**config.mk**
```make
export PLATFORM = sky130hd
export DESIGN_NAME = tcw_ctrl
export DESIGN_NICKNAME = d
export VERILOG_FILES = /design/src/rtl/core/tcw_pkg.sv /design/src/rtl/core/tcw_ctrl.sv
export SDC_FILE = /design/constraint.sdc
export NUM_CORES = 1
export LEC_CHECK = 0
export BUFFER_PORTS_ARGS = -buffer_cell sky130_fd_sc_hd__buf_2
export CORE_MARGIN = 4
export CORE_UTILIZATION = 45
export CTS_CLUSTER_DIAMETER = 40
export DETAILED_ROUTE_END_ITERATION = 7
export GPL_TIMING_DRIVEN = 1
export PLACE_DENSITY_LB_ADDON = 0.05
export SYNTH_ARGS = -nofsm -noshare
export SYNTH_HDL_FRONTEND = slang
export SYNTH_SLANG_ARGS = --single-unit
```
**constraint.sdc**
```tcl
create_clock -name clk -period 2.37 [get_ports clk]
set_input_delay 0.5925 -clock clk [delete_from_list [all_inputs] [get_ports clk]]
set_output_delay 0.5925 -clock clk [all_outputs]
set_load 0.02 [all_outputs]
```
**src/rtl/core/tcw_pkg.sv**
```systemverilog
// Shared constants, codes and controller/datapath interface types for the text console writer.
package tcw_pkg;

	localparam int DEF_SCREEN_WIDTH  = 80;
	localparam int DEF_SCREEN_HEIGHT = 25;

	localparam int OP_W     = 2;
	localparam int CHAR_W   = 8;
	localparam int POS_W    = 8;
	localparam int ATTR_W   = 8;
	localparam int ROW_OUT_W = 5;
	localparam int COL_OUT_W = 7;
	localparam int OFFSET_W = 11;
	localparam int CELL_W   = 16;

	localparam logic [OP_W-1:0] OP_WRITE = 2'd0;
	localparam logic [OP_W-1:0] OP_SET   = 2'd1;
	localparam logic [OP_W-1:0] OP_CLEAR = 2'd2;
	localparam logic [OP_W-1:0] OP_READ  = 2'd3;

	localparam logic [CHAR_W-1:0] CH_NL = 8'h0a;
	localparam logic [CHAR_W-1:0] CH_CR = 8'h0d;

	localparam logic [ATTR_W-1:0] ATTR_RESET = 8'h07;
	localparam logic [CELL_W-1:0] BLANK_CELL = 16'h0720;

	// cursor update codes
	localparam logic [2:0] CUR_HOLD    = 3'd0;
	localparam logic [2:0] CUR_SETPOS  = 3'd1;
	localparam logic [2:0] CUR_HOME    = 3'd2;
	localparam logic [2:0] CUR_CR      = 3'd3;
	localparam logic [2:0] CUR_NEWLINE = 3'd4;
	localparam logic [2:0] CUR_ADVANCE = 3'd5;

	// memory write data select
	localparam logic [1:0] WR_BLANK = 2'd0;
	localparam logic [1:0] WR_CHAR  = 2'd1;
	localparam logic [1:0] WR_COPY  = 2'd2;

	typedef struct packed {
		logic       load;       // capture request fields
		logic [2:0] cur_op;
		logic       mul_pos;    // multiplier takes request position, not cursor
		logic       addr_ld;    // register multiplier result as cell address
		logic       wr_en;
		logic [1:0] wr_sel;
		logic       rd_ctr;     // read at sweep counter + one row
		logic       ctr_clr;
		logic       ctr_inc;
		logic       scroll_set;
		logic       out_load;
	} cmd_t;

	typedef struct packed {
		logic [OP_W-1:0] op;
		logic            is_nl;
		logic            is_cr;
		logic            row_last;
		logic            col_last;
		logic            copy_end;
		logic            sweep_end;
	} sts_t;

endpackage

```
**src/rtl/core/tcw_ctrl.sv**
```systemverilog
// Controller: sequencer for request handling, memory sweeps and result handoff.
module tcw_ctrl (
	input  logic           clk,
	input  logic           arst_n,
	input  logic           in_valid,
	output logic           in_stall,
	output logic           out_valid,
	input  logic           out_stall,
	input  tcw_pkg::sts_t  sts,
	output tcw_pkg::cmd_t  cmd
);
	import tcw_pkg::*;

	localparam logic [3:0] S_INIT    = 4'd0;
	localparam logic [3:0] S_IDLE    = 4'd1;
	localparam logic [3:0] S_EXEC    = 4'd2;
	localparam logic [3:0] S_WRITE   = 4'd3;
	localparam logic [3:0] S_READ    = 4'd4;
	localparam logic [3:0] S_COPY_RD = 4'd5;
	localparam logic [3:0] S_COPY_WR = 4'd6;
	localparam logic [3:0] S_BLANK   = 4'd7;
	localparam logic [3:0] S_FINISH  = 4'd8;

	logic [3:0] state_q;
	logic [3:0] state_d;
	logic       out_valid_q;
	logic       out_free;

	assign in_stall  = (state_q != S_IDLE);
	assign out_valid = out_valid_q;
	assign out_free  = !out_valid_q || !out_stall;

	always_comb begin
		cmd     = '0;
		state_d = state_q;
		unique case (state_q)
			S_INIT: begin
				cmd.wr_en   = 1'b1;
				cmd.wr_sel  = WR_BLANK;
				cmd.ctr_inc = 1'b1;
				if (sts.sweep_end) state_d = S_IDLE;
			end
			S_IDLE: begin
				if (in_valid) begin
					cmd.load = 1'b1;
					state_d  = S_EXEC;
				end
			end
			S_EXEC: begin
				unique case (sts.op)
					OP_WRITE: begin
						if (sts.is_nl) begin
							cmd.cur_op = CUR_NEWLINE;
							if (sts.row_last) begin
								cmd.scroll_set = 1'b1;
								cmd.ctr_clr    = 1'b1;
								state_d        = S_COPY_RD;
							end else begin
								state_d = S_FINISH;
							end
						end else if (sts.is_cr) begin
							cmd.cur_op = CUR_CR;
							state_d    = S_FINISH;
						end else begin
							cmd.addr_ld = 1'b1;
							state_d     = S_WRITE;
						end
					end
					OP_SET: begin
						cmd.cur_op = CUR_SETPOS;
						state_d    = S_FINISH;
					end
					OP_CLEAR: begin
						cmd.cur_op  = CUR_HOME;
						cmd.ctr_clr = 1'b1;
						state_d     = S_BLANK;
					end
					OP_READ: begin
						cmd.mul_pos = 1'b1;
						cmd.addr_ld = 1'b1;
						state_d     = S_READ;
					end
					default: begin
					end
				endcase
			end
			S_WRITE: begin
				cmd.wr_en  = 1'b1;
				cmd.wr_sel = WR_CHAR;
				cmd.cur_op = CUR_ADVANCE;
				if (sts.col_last && sts.row_last) begin
					cmd.scroll_set = 1'b1;
					cmd.ctr_clr    = 1'b1;
					state_d        = S_COPY_RD;
				end else begin
					state_d = S_FINISH;
				end
			end
			S_READ: begin
				state_d = S_FINISH;
			end
			S_COPY_RD: begin
				cmd.rd_ctr = 1'b1;
				state_d    = S_COPY_WR;
			end
			S_COPY_WR: begin
				cmd.wr_en   = 1'b1;
				cmd.wr_sel  = WR_COPY;
				cmd.ctr_inc = 1'b1;
				state_d     = sts.copy_end ? S_BLANK : S_COPY_RD;
			end
			S_BLANK: begin
				cmd.wr_en   = 1'b1;
				cmd.wr_sel  = WR_BLANK;
				cmd.ctr_inc = 1'b1;
				if (sts.sweep_end) state_d = S_FINISH;
			end
			S_FINISH: begin
				if (out_free) begin
					cmd.out_load = 1'b1;
					state_d      = S_IDLE;
				end
			end
			default: begin
				state_d = S_IDLE;
			end
		endcase
	end

	always_ff @(posedge clk or negedge arst_n) begin
		if (!arst_n) begin
			state_q     <= S_INIT;
			out_valid_q <= 1'b0;
		end else begin
			state_q <= state_d;
			if (cmd.out_load) begin
				out_valid_q <= 1'b1;
			end else if (!out_stall) begin
				out_valid_q <= 1'b0;
			end
		end
	end

endmodule

```
==> key figures <==
Setup path
  • CP cell instances: nor4b_4 -> nand3_1 -> a21boi_2 -> a21o_1 -> buf_2
  • CP bufs+invs: 1
  • Critical Path Source Type: flop
  • Worst-path fanout max: 12
  • Setup CP Type: reg2out
  • CP endpoint kind: primary output
  • WP data arrival: 1.73 ns
  • Worst Path Required: 1.78 ns
  • CP peak stage delay: 0.53 ns
  • R2R Setup Slk: 0.84 ns
  • CP top delay family: flip-flops
  • CP max-delay cell: dfrtp_1

Layout
  • Commonest non-fill, non-tap cell in the layout: buf_2
  • Final Util: 61.82%
  • Proportion of layout cells with a drive suffix above 1: 38.05%
  • Layout area overhead: 28.15%
  • # fillers: 132
  • Nets: 130
  • Most frequent cells in the layout: 27 x buf_2, 10 x nand2_1, 7 x nor2_1
  • Number of antenna diodes: 0

Timing
  • Final hold violations: 0
  • Max Clk Rate: 0.4299 GHz
  • Clock skew: 0.003559 ns
  • Fin worst setup slack: 0.04399 ns
  • Worst slew margin: 68.57%
  • Tmin final: 2.326 ns
  • Final worst-path cycle share: 98.14%
  • Worst-margin pin slew: 0.4715 ns
  • Setup violators final: 0
  • RSZ-0062 raised after global routing: true
  • Pins Over Slew Limit: 0

Routing
  • Drt wl/cell: 12.94 microns
  • Drt drc: 0
  • DRT iter0 DRCs: 14
  • TritonRoute pass-1 iters: 4
  • Via/cell ratio: 5.625
  • Vias post-DR: 720
  • Detailed Route WL: 1656 microns
  • Routed Antenna Nets: 0

Placed design
  • RD Place Congestion: 0.8365
  • HPWL Detailed: 1299 microns
  • Pre-CTS setup slack: 0.05840 ns
  • IO Port Bufs: 27

Clock tree
  • CTS tree: built
  • # hold bufs at CTS: 0
  • Clk sink count: 5
  • Root buffer cell: clkbuf_4
  • CTS Buf Count: 3
  • Clock Pin Slew Worst Setup and Hold Paths: 0.04 ns
  • H-tree levels: 1
  • Skew-Pair Late Insertion Delay: 0.25 ns
  • Max clock buf depth: 2

Die
  • Die Area: 2078 sq um
  • Core Area: 1318 sq um
  • Standard-cell rows: 13
  • IO Pins: 28
  • DIE HEIGHT: 45.58 microns
  • Die width: 45.58 microns
  • Starting Density: 48.24%

Power and ir drop
  • Max VDD drop: 0.8164 mV
  • Leakage: 0.4086 nW
  • PwrDens: 1076 nW/um^2

Synth
  • Sequential share of the synthesized area: 19.69%
  • Synthesis Warnings: 0
  • Netlist cell types: 37
  • Synth Net Count: 100
  • Cell Area, Synth: 635.6 sq um
  • Mapped Avg Cell Area: 7.567 sq um
  • Gate count after technology mapping: 84
  • FF+latch count, synth: 5

GRT
  • Vias in the first global route: 614
  • Initial antenna violation count: 0
  • Met3 Use GR: 5.138%
  • Remaining global-route overflow: 0
  • First-pass GRT wire length: 2635 microns
  • Met1 Track Usage GR: 24.29%
  • GRT Total Usage: 17.37%
  • M2 GR Usage: 25.35%
  • Largest net degree at the start of global routing: 14
  • GR peak layer: met2

Worst hold path
  • Worst hold-check path type: in2async

Run
  • Max Cap Viol: 0

Outcome
  • Status: finished, final reports clean
-- worst register-to-register path: cells and delay by family (launching register included) --
family / cells / cell delay [ns]
buf+inv: 1 / 0.17
simple gates: 1 / 0.37
flops: 1 / 0.53
compound gates: 3 / 0.40
-- registers in the layout, summed over array words and instances (netlist names) --
signal / count
out_valid: 1
state_q: 4
-- kinds of logic after synthesis --
family / synth area share [%]
simple gates: 40.36
flops: 19.69
buf+inv: 6.691
compound gates: 25.40
fa+ha+maj: 7.874
-- metal layers --
| layer | share of wire, % | vias up |
|---|---|---|
| met5 | 0 | - |
| met1 | 47 | 327 |
| li1 | - | 361 |
| met2 | 45 | 30 |
| met4 | 0.72 | 0 |
| met3 | 7.4 | 2 |
-- metrics by stage --
| step | setup TNS (ns) | instance area, sq um | total power [mW] | cells | hold slack [ns] |
|---|---|---|---|---|---|
| floorplan | 0 | 635.6 | 0.6282 | 84 | 0.2969 |
| global placement | 0 | 777.0 | 0.7649 | 124 | 0.4060 |
| detailed placement | 0 | 777.0 | 0.7648 | 124 | 0.4082 |
| CTS | 0 | 803.3 | 0.8717 | 128 | 0.1413 |
| global route | -0.04427 | 814.5 | 0.9551 | 128 | 0.1413 |
| finish | 0 | 814.5 | 0.8762 | 128 | 0.1466 |
-- Yosys cell counts, drive strengths merged --
cell type	number	area (sq um)
a211oi	1	7.510
and4b	1	10.01
a32oi	2	17.52
o21ai	9	45.04
nand4b	1	8.760
nand3	2	10.01
buf	3	23.77
nor4b	1	23.77
a21oi	4	20.02
nand3b	2	15.01
inv	4	15.01
a21o	1	7.510
nand2b	4	32.53
nor2b	3	18.77
clkbuf	1	3.750
or2	1	6.260
nor3	5	30.03
and2	2	13.77
a21boi	2	18.77
dfrtp	5	125.1
a2111oi	1	15.01
o2bb2ai	2	17.52
nor3b	1	7.510
nor2	8	30.03
o22ai	1	6.260
ha	4	50.05
and3	1	6.260
nand2	11	43.80
a31oi	1	6.260
-- area by class of cell --
| class | count | area, sq um | area share, % |
|---|---|---|---|
| timing repair buffer | 29 | 150.1 | 18.43 |
| inverter | 4 | 15.01 | 1.843 |
| tap | 15 | 18.77 | 2.304 |
| sequential | 5 | 126.4 | 15.51 |
| clock buffer | 4 | 26.28 | 3.226 |
| multi-input combinational | 71 | 478.0 | 58.68 |
-- report_power, final --
group	leakage [nW]	switching, mW	total [mW]	internal [mW]
combinational	0.329	0.324	0.544	0.220
sequential	0.0650	0.111	0.232	0.121
clock	0.0150	0.0356	0.0993	0.0637
-- final timing paths --
check / startpoint / depth (start not counted) / to
worst max-delay path: state_q[3]$_DFFE_PN0P_ / 5 / cmd[3]
worst min-delay path: arst_n / 1 / out_valid$_DFFE_PN0P_
worst max register to register: state_q[3]$_DFFE_PN0P_ / 5 / state_q[3]$_DFFE_PN0P_
worst min register to register: out_valid$_DFFE_PN0P_ / 2 / out_valid$_DFFE_PN0P_
max in group asynchronous: arst_n / 1 / state_q[0]$_DFFE_PN0P_
min in group clk: out_valid$_DFFE_PN0P_ / 2 / out_valid$_DFFE_PN0P_
-- timing repair --
item / in CTS / in global routing
gates resized for setup: 0 / 5
setup endpoints to repair: 0 / 4
buffers inserted: 0 / 0
(Power assumes the default switching activity.)
